### src/hw/rtl/mmeu_pkg.sv
// package for the multi-motor encoder unwrap block: sizes, status codes and
// the structs passed between the tracker, the scaler and the top level
// no dependencies
`default_nettype none

package mmeu_pkg;

   localparam int MOTOR_SLOTS = 8;
   localparam int SLOT_W      = $clog2(MOTOR_SLOTS);
   localparam int GEAR_REGS   = 8;
   localparam int GEAR_IDX_W  = $clog2(GEAR_REGS);

   localparam int ID_W      = 11;
   localparam int ENC_W     = 13;
   localparam int SPEED_W   = 16;
   localparam int CURRENT_W = 16;
   localparam int CNT_W     = 6;
   localparam int TURN_W    = 24;
   localparam int ROTOR_W   = 37;
   localparam int AXIS_W    = 45;
   localparam int AXSPD_W   = 24;
   localparam int GEAR_W    = 16;
   localparam int STATUS_W  = 2;

   // rotor * gear is split at this bit into two narrower products
   localparam int ROTOR_LO_W = 19;
   localparam int ROTOR_HI_W = ROTOR_W - ROTOR_LO_W;
   localparam int PP_LO_W    = ROTOR_LO_W + GEAR_W;
   localparam int PP_HI_W    = ROTOR_HI_W + GEAR_W + 1;
   localparam int PROD_W     = ROTOR_W + GEAR_W;
   localparam int SPROD_W    = SPEED_W + GEAR_W + 1;
   localparam int FRAC_SHIFT = 8;

   localparam logic [ID_W-1:0]   ID_BASE     = 11'h201;
   localparam logic [CNT_W-1:0]  CAL_FRAMES  = 6'd50;
   localparam logic [GEAR_W-1:0] GEAR_RESET  = 16'd3412;
   localparam int                HALF_TURN   = (1 << ENC_W) / 2;

   typedef enum logic [STATUS_W-1:0] {
      ST_CAL   = 2'd0,
      ST_TRACK = 2'd1,
      ST_BAD   = 2'd2
   } status_type;

   typedef struct packed {
      logic [ID_W-1:0]  frame_id;
      logic [ENC_W-1:0] encoder_angle;
   } track_in_type;

   typedef struct packed {
      status_type                 status;
      logic [SLOT_W-1:0]          slot;
      logic signed [ROTOR_W-1:0]  rotor;
   } track_out_type;

   typedef struct packed {
      status_type                  status;
      logic [SLOT_W-1:0]           slot;
      logic signed [ROTOR_W-1:0]   rotor;
      logic [GEAR_W-1:0]           gear;
      logic signed [SPEED_W-1:0]   speed;
      logic signed [CURRENT_W-1:0] current;
   } scale_in_type;

endpackage

`default_nettype wire

### src/hw/rtl/multi_motor_encoder_unwrap.sv
// top level of the multi-motor encoder unwrap block
// uses mmeu_pkg, mmeu_track and mmeu_scale
//
// req_ stream: one motor feedback frame per item. tuser carries the 11-bit
// frame identifier (motors at 0x201 upward), tdata the angle, speed, current.
// rsp_ stream: one result item per frame, status in tuser, positions, speed
// and current in tdata. An identifier outside the motor range gives status 2
// and zero data without touching any motor state.
// csr_ port: csr_we with csr_index 0..7 writes the Q8.8 reciprocal gear
// ratio of that motor; write only while no item is in flight.
// Throughput is one item per cycle while rsp_tready is high. An accepted
// item passes the input register, the state update, the partial products
// and the combining add into the result register that drives rsp_tvalid.
// The per-motor state is read and written in the same cycle, so frames for the
// same motor can follow each other back to back.
// When rsp_tready is low, the result register holds and the earlier stages
// keep filling until all are full; req_tready drops only then.
// Reset (synchronous) clears all motor state, empties the pipeline and sets
// every gear register to 3412.
`default_nettype none

module multi_motor_encoder_unwrap import mmeu_pkg::*; (
   input  wire logic                  clock,
   input  wire logic                  reset,
   input  wire logic                  req_tvalid,
   output logic                       req_tready,
   input  wire logic [47:0]           req_tdata,  // encoder_angle, speed_rpm,
                                                  // motor_current, zero fill
   input  wire logic [15:0]           req_tuser,  // frame_id, zero fill
   output logic                       rsp_tvalid,
   input  wire logic                  rsp_tready,
   output logic [127:0]               rsp_tdata,  // motor_index, rotor_position,
                                                  // axis_position, axis_speed,
                                                  // current_out, zero fill
   output logic [7:0]                 rsp_tuser,  // status, zero fill
   input  wire logic                  csr_we,
   input  wire logic [GEAR_IDX_W-1:0] csr_index,
   input  wire logic [GEAR_W-1:0]     csr_wdata
);

   logic [GEAR_W-1:0]           gear_ff [GEAR_REGS];

   logic                        a_valid_ff;
   track_in_type                a_frame_ff;
   logic signed [SPEED_W-1:0]   a_speed_ff;
   logic signed [CURRENT_W-1:0] a_current_ff;

   logic                        b_valid_ff;
   scale_in_type                b_item_ff;

   logic                        load_a;
   logic                        load_b;
   logic                        scale_ready;
   track_out_type               track_res;
   scale_in_type                b_item_in;

   assign load_b     = !b_valid_ff || scale_ready;
   assign load_a     = !a_valid_ff || load_b;
   assign req_tready = load_a;

   always_ff @(posedge clock) begin
      if (reset) begin
         for (int k = 0; k < GEAR_REGS; k++) begin
            gear_ff[k] <= GEAR_RESET;
         end
      end else if (csr_we) begin
         gear_ff[csr_index] <= csr_wdata;
      end
   end

   always_ff @(posedge clock) begin
      if (reset) begin
         a_valid_ff <= 1'b0;
         b_valid_ff <= 1'b0;
      end else begin
         if (load_a) begin
            a_valid_ff <= req_tvalid;
         end
         if (load_b) begin
            b_valid_ff <= a_valid_ff;
         end
      end
      if (load_a && req_tvalid) begin
         a_frame_ff.frame_id      <= req_tuser[ID_W-1:0];
         a_frame_ff.encoder_angle <= req_tdata[ENC_W-1:0];
         a_speed_ff               <= $signed(req_tdata[ENC_W+SPEED_W-1:ENC_W]);
         a_current_ff             <= $signed(req_tdata[ENC_W+SPEED_W+CURRENT_W-1:
                                                       ENC_W+SPEED_W]);
      end
      if (load_b && a_valid_ff) begin
         b_item_ff <= b_item_in;
      end
   end

   mmeu_track u_track (
      .clock  (clock),
      .reset  (reset),
      .update (load_b && a_valid_ff),
      .frame  (a_frame_ff),
      .result (track_res)
   );

   always_comb begin
      b_item_in.status = track_res.status;
      b_item_in.slot   = track_res.slot;
      b_item_in.rotor  = track_res.rotor;
      if (track_res.status == ST_BAD) begin
         // zero gear and inputs force every data field to zero
         b_item_in.gear    = '0;
         b_item_in.speed   = '0;
         b_item_in.current = '0;
      end else begin
         b_item_in.gear    = gear_ff[GEAR_IDX_W'(track_res.slot)];
         b_item_in.speed   = a_speed_ff;
         b_item_in.current = a_current_ff;
      end
   end

   mmeu_scale u_scale (
      .clock      (clock),
      .reset      (reset),
      .in_valid   (b_valid_ff),
      .in_ready   (scale_ready),
      .in_item    (b_item_ff),
      .rsp_tvalid (rsp_tvalid),
      .rsp_tready (rsp_tready),
      .rsp_tdata  (rsp_tdata),
      .rsp_tuser  (rsp_tuser)
   );

endmodule

`default_nettype wire

### src/hw/rtl/mmeu_track.sv
// per-motor unwrap state: calibration count, offset, previous angle, turns
// computes the rotor position of one frame; depends on mmeu_pkg
`default_nettype none

module mmeu_track import mmeu_pkg::*; (
   input  wire logic          clock,
   input  wire logic          reset,
   input  wire logic          update,
   input  wire track_in_type  frame,
   output track_out_type      result
);

   logic [CNT_W-1:0]  frame_count_ff [MOTOR_SLOTS];
   logic [ENC_W-1:0]  prev_angle_ff  [MOTOR_SLOTS];
   logic [ENC_W-1:0]  offset_ff      [MOTOR_SLOTS];
   logic [TURN_W-1:0] turn_ff        [MOTOR_SLOTS];

   logic [ID_W-1:0]          id_diff;
   logic                     in_range;
   logic [SLOT_W-1:0]        slot;
   logic                     calibrating;
   logic signed [ENC_W:0]    delta;
   logic [CNT_W-1:0]         count_in;
   logic [ENC_W-1:0]         prev_in;
   logic [ENC_W-1:0]         offset_in;
   logic [TURN_W-1:0]        turn_in;
   logic signed [ENC_W:0]    frac;
   logic [ROTOR_W-1:0]       rotor;

   always_comb begin
      id_diff     = frame.frame_id - ID_BASE;
      in_range    = (frame.frame_id >= ID_BASE) && (id_diff < ID_W'(MOTOR_SLOTS));
      slot        = id_diff[SLOT_W-1:0];
      calibrating = frame_count_ff[slot] < CAL_FRAMES;
      delta       = $signed({1'b0, frame.encoder_angle}) - $signed({1'b0, prev_angle_ff[slot]});

      count_in  = frame_count_ff[slot];
      offset_in = offset_ff[slot];
      turn_in   = turn_ff[slot];
      prev_in   = frame.encoder_angle;
      if (calibrating) begin
         offset_in = frame.encoder_angle;
         count_in  = frame_count_ff[slot] + CNT_W'(1);
      end else if (delta > (ENC_W+1)'(HALF_TURN)) begin
         // forward jump past half a turn: wrapped backward
         turn_in = turn_ff[slot] - TURN_W'(1);
      end else if (delta < -(ENC_W+1)'(HALF_TURN)) begin
         turn_in = turn_ff[slot] + TURN_W'(1);
      end

      frac  = $signed({1'b0, prev_in}) - $signed({1'b0, offset_in});
      rotor = {turn_in, {ENC_W{1'b0}}} + ROTOR_W'(frac);

      if (!in_range) begin
         result.status = ST_BAD;
         result.slot   = '0;
         result.rotor  = '0;
      end else begin
         result.status = calibrating ? ST_CAL : ST_TRACK;
         result.slot   = slot;
         result.rotor  = $signed(rotor);
      end
   end

   always_ff @(posedge clock) begin
      if (reset) begin
         for (int k = 0; k < MOTOR_SLOTS; k++) begin
            frame_count_ff[k] <= '0;
            prev_angle_ff[k]  <= '0;
            offset_ff[k]      <= '0;
            turn_ff[k]        <= '0;
         end
      end else if (update && in_range) begin
         frame_count_ff[slot] <= count_in;
         prev_angle_ff[slot]  <= prev_in;
         offset_ff[slot]      <= offset_in;
         turn_ff[slot]        <= turn_in;
      end
   end

endmodule

`default_nettype wire

### src/hw/rtl/mmeu_scale.sv
// gear scaling pipeline: partial products, then combine into the result register
// drives the rsp_ stream; depends on mmeu_pkg
`default_nettype none

module mmeu_scale import mmeu_pkg::*; (
   input  wire logic          clock,
   input  wire logic          reset,
   input  wire logic          in_valid,
   output logic               in_ready,
   input  wire scale_in_type  in_item,
   output logic               rsp_tvalid,
   input  wire logic          rsp_tready,
   output logic [127:0]       rsp_tdata,  // motor_index, rotor_position, axis_position,
                                          // axis_speed, current_out, zero fill
   output logic [7:0]         rsp_tuser   // status, zero fill
);

   logic                        c_valid_ff;
   status_type                  c_status_ff;
   logic [SLOT_W-1:0]           c_slot_ff;
   logic signed [ROTOR_W-1:0]   c_rotor_ff;
   logic signed [CURRENT_W-1:0] c_current_ff;
   logic [PP_LO_W-1:0]          c_pp_lo_ff;
   logic signed [PP_HI_W-1:0]   c_pp_hi_ff;
   logic signed [SPROD_W-1:0]   c_sprod_ff;

   logic                        d_valid_ff;
   status_type                  d_status_ff;
   logic [SLOT_W-1:0]           d_slot_ff;
   logic [ROTOR_W-1:0]          d_rotor_ff;
   logic [AXIS_W-1:0]           d_axis_ff;
   logic [AXSPD_W-1:0]          d_axspd_ff;
   logic [CURRENT_W-1:0]        d_current_ff;

   logic                        load_c;
   logic                        load_d;
   logic [PROD_W-1:0]           prod_in;

   assign load_d   = !d_valid_ff || rsp_tready;
   assign load_c   = !c_valid_ff || load_d;
   assign in_ready = load_c;

   // rotor = hi * 2^19 + lo, so rotor * gear = (hi * gear) << 19 + lo * gear
   assign prod_in = {c_pp_hi_ff[PROD_W-ROTOR_LO_W-1:0], {ROTOR_LO_W{1'b0}}}
                  + PROD_W'(c_pp_lo_ff);

   always_ff @(posedge clock) begin
      if (reset) begin
         c_valid_ff <= 1'b0;
         d_valid_ff <= 1'b0;
      end else begin
         if (load_c) begin
            c_valid_ff <= in_valid;
         end
         if (load_d) begin
            d_valid_ff <= c_valid_ff;
         end
      end
      if (load_c && in_valid) begin
         c_status_ff  <= in_item.status;
         c_slot_ff    <= in_item.slot;
         c_rotor_ff   <= in_item.rotor;
         c_current_ff <= in_item.current;
         c_pp_lo_ff   <= in_item.rotor[ROTOR_LO_W-1:0] * in_item.gear;
         c_pp_hi_ff   <= $signed(in_item.rotor[ROTOR_W-1:ROTOR_LO_W])
                       * $signed({1'b0, in_item.gear});
         c_sprod_ff   <= in_item.speed * $signed({1'b0, in_item.gear});
      end
      if (load_d && c_valid_ff) begin
         d_status_ff  <= c_status_ff;
         d_slot_ff    <= c_slot_ff;
         d_rotor_ff   <= c_rotor_ff;
         d_current_ff <= c_current_ff;
         // arithmetic shift right by the fraction bits floors toward minus infinity
         d_axis_ff    <= prod_in[PROD_W-1:FRAC_SHIFT];
         d_axspd_ff   <= c_sprod_ff[AXSPD_W+FRAC_SHIFT-1:FRAC_SHIFT];
      end
   end

   assign rsp_tvalid = d_valid_ff;
   assign rsp_tdata  = {3'd0, d_current_ff, d_axspd_ff, d_axis_ff, d_rotor_ff, d_slot_ff};
   assign rsp_tuser  = {6'd0, d_status_ff};

endmodule

`default_nettype wire

### config.mk
export PLATFORM = sky130hd
export DESIGN_NAME = multi_motor_encoder_unwrap
export DESIGN_NICKNAME = d
export VERILOG_FILES = /design/src/hw/rtl/mmeu_pkg.sv /design/src/hw/rtl/multi_motor_encoder_unwrap.sv /design/src/hw/rtl/mmeu_track.sv /design/src/hw/rtl/mmeu_scale.sv
export SDC_FILE = /design/constraint.sdc
export NUM_CORES = 2
export LEC_CHECK = 0
export BUFFER_PORTS_ARGS = -buffer_cell sky130_fd_sc_hd__buf_2
export CORE_MARGIN = 4
export CORE_UTILIZATION = 45
export DETAILED_ROUTE_END_ITERATION = 16
export PLACE_DENSITY = 0.63
export SYNTH_ARGS = -nofsm -noshare
export SYNTH_HDL_FRONTEND = slang
export SYNTH_SLANG_ARGS = --single-unit
### constraint.sdc
create_clock -name clock -period 14.8 [get_ports clock]
set_input_delay 2.22 -clock clock [delete_from_list [all_inputs] [get_ports clock]]
set_output_delay 2.22 -clock clock [all_outputs]
set_load 0.005 [all_outputs]
# Yosys cells after proc, flatten, opt, wreduce, memory -nomap -nowiden
# Memories as Yosys holds them, arrays and structs flattened. A register that Yosys moved wholly into a read port is not among the register bits.
# Index checks and enable logic that the tools add are counted.
dict set report totals {
  n_memories 5
  reg_bits 420
  word_cells 97
  inputBits 88
  output_inout_bits 138
  ram_bits 576
}
# name depth word_bits read_ports rd_ports_with_merged_regs write_ports line
set mem_list {}
lappend mem_list {u_track.turn_ff 8 24 1 0 8 mmeu_track.sv:16} ;# logic [TURN_W-1:0] turn_ff [MOTOR_SLOTS];
lappend mem_list {gear_ff 8 16 1 1 8 multi_motor_encoder_unwrap.sv:41} ;# logic [GEAR_W-1:0] gear_ff [GEAR_REGS];
lappend mem_list {u_track.offset_ff 8 13 1 0 8 mmeu_track.sv:15} ;# logic [ENC_W-1:0] offset_ff [MOTOR_SLOTS];
lappend mem_list {u_track.prev_angle_ff 8 13 1 0 8 mmeu_track.sv:14} ;# logic [ENC_W-1:0] prev_angle_ff [MOTOR_SLOTS];
lappend mem_list {u_track.frame_count_ff 8 6 1 0 8 mmeu_track.sv:13} ;# logic [CNT_W-1:0] frame_count_ff [MOTOR_SLOTS];
dict set report classes {
  n_reduce_logical 19
  n_mul 3
  n_mux 30
  n_lt_le_gt_ge 5
  add_sub_neg 8
  eq_ne 1
}
# cell count
set ops {}
lappend ops {{24-bit 2-to-1 mux} 4}
lappend ops {{53-bit by 35-bit adder with 53-bit output} 1}
lappend ops {{42-bit 2-to-1 mux} 1}
lappend ops {{13-bit 2-to-1 mux} 3}
lappend ops {{37-bit adder} 1}
lappend ops {{19-bit by 16-bit multiplier with 35-bit output} 1}
lappend ops {{18-bit by 17-bit multiplier with 34-bit output} 1}
lappend ops {{16-bit by 17-bit multiplier with 32-bit output} 1}
lappend ops {{13-bit by 13-bit subtractor with 14-bit output} 2}
lappend ops {{13-bit OR reduction} 2}
lappend ops {{24-bit by 1-bit adder with 24-bit output (second input constant)} 1}
lappend ops {{24-bit OR reduction} 1}
lappend ops {{24-bit by 1-bit subtractor with 24-bit output (second input constant)} 1}
lappend ops {{16-bit 2-to-1 mux} 1}
lappend ops {{16-bit OR reduction} 1}
lappend ops {{3-bit 2-to-1 mux} 5}
lappend ops {{14-bit > comparator (second input constant)} 1}
lappend ops {{14-bit by 13-bit less-than comparator with 1-bit output (second input constant)} 1}
lappend ops {{1-bit 2-to-1 mux} 14}
lappend ops {{6-bit 2-to-1 mux} 2}
lappend ops {{11-bit by 10-bit >= comparator with 1-bit output (second input constant)} 1}
lappend ops {{11-bit by 4-bit less-than comparator with 1-bit output (second input constant)} 1}
lappend ops {{11-bit by 10-bit subtractor with 11-bit output (second input constant)} 1}
lappend ops {{6-bit by 1-bit adder with 6-bit output (second input constant)} 1}
lappend ops {{other kinds (6)} 17}

# Depth between registers and ports, before layout
dict set report logic_depth {
  ltp_word 11
  depth_mapped 49
  ltp_nobuf 37
}

# Hierarchy
# From an unflattened synthesis, not the netlist that was laid out.
dict set report hier_totals {
  hier_cells 6367
  hier_area_um2 71888.9
}
# module seq_area_each_um2 cells_per_inst area_each_um2 n_inst
set by_module_without_submodules {}
lappend by_module_without_submodules {mmeu_scale 8147.8 3717 38060.3 1}
lappend by_module_without_submodules {mmeu_track 13452.9 2016 23158.5 1}
lappend by_module_without_submodules {multi_motor_encoder_unwrap 8267.9 634 10670.2 1}

# Worst setup path after synthesis
# No wires, ideal clock.
dict set report synth_path {
  kind {input to register}
  from {input port rsp_tready}
  to {register u_scale.c_current_ff[0] (enable)}
  required_time_ns 13.936
  n_path_buf 0
  slack_ns 1.301
  path_stages 2
  setup_ns 0.864
  t_arrival_ns 12.635
  path_cell_list {nor2b_1 a21boi_0}
}
dict set report synth_between {
  elab_chain_len 3
}
# element line
set synth_rtl {}
lappend synth_rtl {{from (decl)} multi_motor_encoder_unwrap.sv:31} ;# input wire logic rsp_tready,
lappend synth_rtl {{1-bit logical OR} mmeu_scale.sv:39} ;# assign load_d = !d_valid_ff || rsp_tready;
lappend synth_rtl {{1-bit logical OR} mmeu_scale.sv:40} ;# assign load_c = !c_valid_ff || load_d;
lappend synth_rtl {{1-bit logical AND} mmeu_scale.sv:59} ;# if (load_c && in_valid) begin
lappend synth_rtl {{to (signal assigned)} mmeu_scale.sv:63} ;# c_current_ff <= in_item.current;
lappend synth_rtl {{to (decl)} mmeu_scale.sv:22} ;# logic signed [CURRENT_W-1:0] c_current_ff;
# Every way passes these cells.
# A chain may end at the register's enable or synchronous reset.

# Worst setup path after layout
dict set report layout_path {
  from {register a_frame_ff[13] in the netlist's numbering}
  to {register b_item_ff[83] in the netlist's numbering, data pin}
}
dict set report layout_between {
  elab_chain_len 8
  word_cells_on_any_way 20
  cone_classes {add/sub (6); order compare (5); mux (4); reduce/logical (1); memory (4)}
}
# element line
set layout_rtl {}
lappend layout_rtl {{from (decl)} multi_motor_encoder_unwrap.sv:44} ;# track_in_type a_frame_ff;
lappend layout_rtl {{11-bit by 10-bit subtractor with 11-bit output (*)} mmeu_track.sv:31} ;# id_diff = frame.frame_id - ID_BASE;
lappend layout_rtl {{memory read 8 x 13 bit} n/a}
lappend layout_rtl {{13-bit by 13-bit subtractor with 14-bit output} mmeu_track.sv:35} ;# delta = $signed({1'b0, frame.encoder_angle}) - $signed({1'b0, prev_angle_ff[slot]});
lappend layout_rtl {{14-bit by 13-bit less-than comparator with 1-bit output} mmeu_track.sv:47} ;# end else if (delta < -(ENC_W+1)'(HALF_TURN)) begin
lappend layout_rtl {{24-bit 2-to-1 mux} mmeu_track.sv:47}
lappend layout_rtl {{24-bit 2-to-1 mux} mmeu_track.sv:44} ;# end else if (delta > (ENC_W+1)'(HALF_TURN)) begin
lappend layout_rtl {{24-bit 2-to-1 mux (*)} mmeu_track.sv:41} ;# if (calibrating) begin
lappend layout_rtl {{via u_track.turn_in[0]} mmeu_track.sv:26} ;# logic [TURN_W-1:0] turn_in;
lappend layout_rtl {{37-bit adder (*)} mmeu_track.sv:52} ;# rotor = {turn_in, {ENC_W{1'b0}}} + ROTOR_W'(frac);
lappend layout_rtl {{to (signal assigned)} multi_motor_encoder_unwrap.sv:91} ;# b_item_ff <= b_item_in;
lappend layout_rtl {{to (decl)} multi_motor_encoder_unwrap.sv:49} ;# scale_in_type b_item_ff;
# The timed path passes the listed nets; every way through them passes the cells marked *.

==> impl_metrics.json <==
{
  "yosysSeqAreaShare_pct": 41.7,
  "grt_pass1_vias": 49400,
  "reg2reg_slack_ns": 3.07,
  "power_frac_seq_pct": 46.5,
  "vias": 46900,
  "crit_type": "flip-flop to flip-flop",
  "status": "completed",
  "start_kind": "flip-flop",
  "timing.fmax_ghz": 0.0852,
  "cts_inserted_buffers": 108,
  "core-area_um2": 158000,
  "cts_buffer_depth": 3,
  "combPwrFrac_pct": 14.7,
  "p_leak_nw": 33.9,
  "die_area_um2": 165000,
  "skew_ns": 0.0721,
  "rsz0062_at_grt": "no",
  "start_util_pct": 45.2,
  "net-switching-power_mw": 1.91,
  "rr_endpoint": "b_item_ff[83]",
  "cts_sinks": 996,
  "die_h_um": 407,
  "yosys-top-cells-count": "edfxtp_1, inv_1, fa_1",
  "synthCells": 6369,
  "vias_per_cell": 5.43,
  "setup_violations": 0,
  "swShare_pct": 27.3,
  "grt_use_total_pct": 22.2,
  "ys_async_sr_fraction_pct": 0,
  "reg2reg_depth": 39,
  "cts_tree": "built",
  "finalCriticalPeriod_ns": 11.73,
  "drv_cap": 0,
  "place_area_um2": 74800,
  "slew_headroom_pct": 17.1,
  "hold_path_end": "u_scale.d_current_ff[15]",
  "h-tree-depth": 3,
  "grt_pass1_wl_mm": 284,
  "path_max_fanout": 42,
  "design_area_um2": 78300,
  "synth_top_area_share_pct": 41.6,
  "cp-end-kind": "flip-flop",
  "worstReg2RegStart": "a_frame_ff[13]",
  "p_per_area_nw_per_um2": 89.2,
  "syn_to_final_growth_pct": 9.41,
  "synth.ff_latch_count": 996,
  "synth_ff_type": "edfxtp_1",
  "avgSynthCellArea_um2": 11.2,
  "cts_hold_buf": 0,
  "required_ns": 15.28,
  "rows": 146,
  "cts_setup_buffers": 0,
  "syn-cell-area_um2": 71600,
  "grt_max_degree": 126,
  "drcViolationCount": 0,
  "min_from": "u_scale.c_current_ff[15]",
  "drt_iter0_drc": 3799,
  "gp_congestion": 0.839,
  "post_cts_resize_count": 0,
  "hold_path_class": "flip-flop to flip-flop",
  "synthTopCellsByArea": "edfxtp_1, fa_1, ha_1",
  "yosys_warnings": 0,
  "die_w_um": 407,
  "grt_remaining_overflow": 0,
  "synth_top_area_cell": "edfxtp_1",
  "synth_most_common_cell": "edfxtp_1",
  "ir_worst_vdd_mv": 0.110,
  "ios": 226,
  "min_path_cells": 0,
  "clk_latency_ns": 0.76,
  "hpwl_mm": 118,
  "numPortBuffers": 208,
  "synth_edf_count": 992,
  "intPower_mw": 5.08,
  "fin_setup_tns_ns": 0,
  "crit_top_cell": "buf_4",
  "cp_slowest_stage_delay_ns": 0.79,
  "clkTransAtPathRegs_ns": 0.06,
  "root_buffer": "clkbuf_16",
  "antenna_found_initial": 6,
  "cp_data_arrival_time_ns": 12.21,
  "wire_per_inst_um": 20.8,
  "slew_violations": 0,
  "finalHoldViolations": 0,
  "finalWirelength_mm": 179,
  "timing_worst_slew_pin_value_ns": 1.24,
  "antenna_left": 0,
  "dr.pass1.iters": 6,
  "drive_above_1_share_pct": 9.16,
  "worst-path-buf-inv": 7,
  "nNetsFinal": 7653,
  "fin_crit_sh_pct": 79.3,
  "cp_top_family": "compound AO/OA/AOI/OAI gates",
  "synth.distinct_cells": 92,
  "pwr-share-clk_pct": 38.9,
  "slowest_stage": "ha_4"
}
layout make-up:
class	instances	area [um^2]
fill	14200	79900
tap	2072	2590
antenna	2	5.00
timing repair buffer	296	1710
sequential	996	29900
clock inverter	70	768
multi-input combinational	4090	36900
inverter	980	3680
clock buffer	127	2770
through the flow:
step	power [mW]	instances	util [%]	hold slack [ns]	worst slack (ns)
global placement	4.29	8434	47.3	0.401	3.17
global route	7.25	8631	49.5	0.419	2.35
detailed placement	4.31	8434	47.3	0.405	3.17
CTS	7.03	8631	49.5	0.398	3.14
floorplan	3.98	6377	-	0.400	1.30
finish	6.98	8633	49.5	0.410	3.07
power groups by stage:
stage	logic (mW)	registers (mW)	clock network [mW]
after floorplan	0.705	3.28	0
after global placement	0.996	3.30	0
after detailed placement	1.01	3.30	0
after CTS	1.01	3.24	2.77
after global routing	1.11	3.25	2.88
final	1.02	3.24	2.71
per-layer routing:
layer | wire length [um] | part of all wire [%] | vias up | GRT usage [%]
li1 | - | - | 21000 | -
met1 | 77300 | 43 | 24000 | 30.7
met2 | 85900 | 48 | 1526 | 37.0
met3 | 11600 | 6.5 | 320 | 3.07
met4 | 4580 | 2.6 | 0 | 5.68
met5 | 0 | 0 | - | 0
sequential cells by signal, summed over array words and instances (netlist names), 3 cells and up:
name                    cells
a_speed_ff                 16
u_scale.d_slot_ff           3
u_scale.c_slot_ff           3
u_scale.c_sprod_ff         24
a_current_ff               16
u_scale.c_pp_lo_ff         27
u_scale.d_rotor_ff         37
u_scale.c_rotor_ff         37
u_scale.c_pp_hi_ff         34
a_frame_ff                 24
u_scale.d_axspd_ff         24
u_track.frame_count_ff     48
b_item_ff                  90
u_track.offset_ff         104
u_scale.c_current_ff       16
gear_ff                   128
u_scale.d_current_ff       16
u_track.turn_ff           192
u_scale.d_axis_ff          45
u_track.prev_angle_ff     104
cells in the final DEF, fill, tap and decap left out, types with 24 or more instances in the layout:
cell type,synthesis,routed
o21ai_0,108,108
xnor2_1,105,105
a21o_1,42,42
ha_1,373,372
inv_1,977,974
nand2_1,635,628
mux4_2,61,61
or3_1,29,29
nor2b_1,37,36
buf_2,20,208
a21oi_1,117,117
a31oi_1,27,26
nand2b_1,74,66
edfxtp_1,992,992
clkinv_1,3,29
nor2_1,564,562
a22oi_1,24,24
fa_1,720,720
and3_1,102,102
nor3_1,52,49
a211oi_1,24,24
clkbuf_16,0,108
mux2i_1,78,78
xor2_1,47,47
and2_1,503,502
buf_4,15,87
nand3_1,77,76
cells by family after synthesis:
group | synth area share, %
xor gates and xnor gates | 2.00
AOI/OAI and AO/OA | 4.71
DFF | 41.7
other | 0.00524
buffers and inverters | 6.97
muxes | 3.30
and+or+nand+nor | 14.6
adders and majority gates | 26.7
worst max path at each step:
stage               depth (start not counted)           start                 endpoint
floorplan                                   2      rsp_tready  u_scale.c_current_ff[0]
global placement                           39  a_frame_ff[13]            b_item_ff[83]
detailed placement                         39  a_frame_ff[13]            b_item_ff[83]
CTS                                        39  a_frame_ff[13]            b_item_ff[83]
global route                               39  a_frame_ff[13]            b_item_ff[83]
finish                                     39  a_frame_ff[13]            b_item_ff[83]
(Power assumes the default switching activity.)
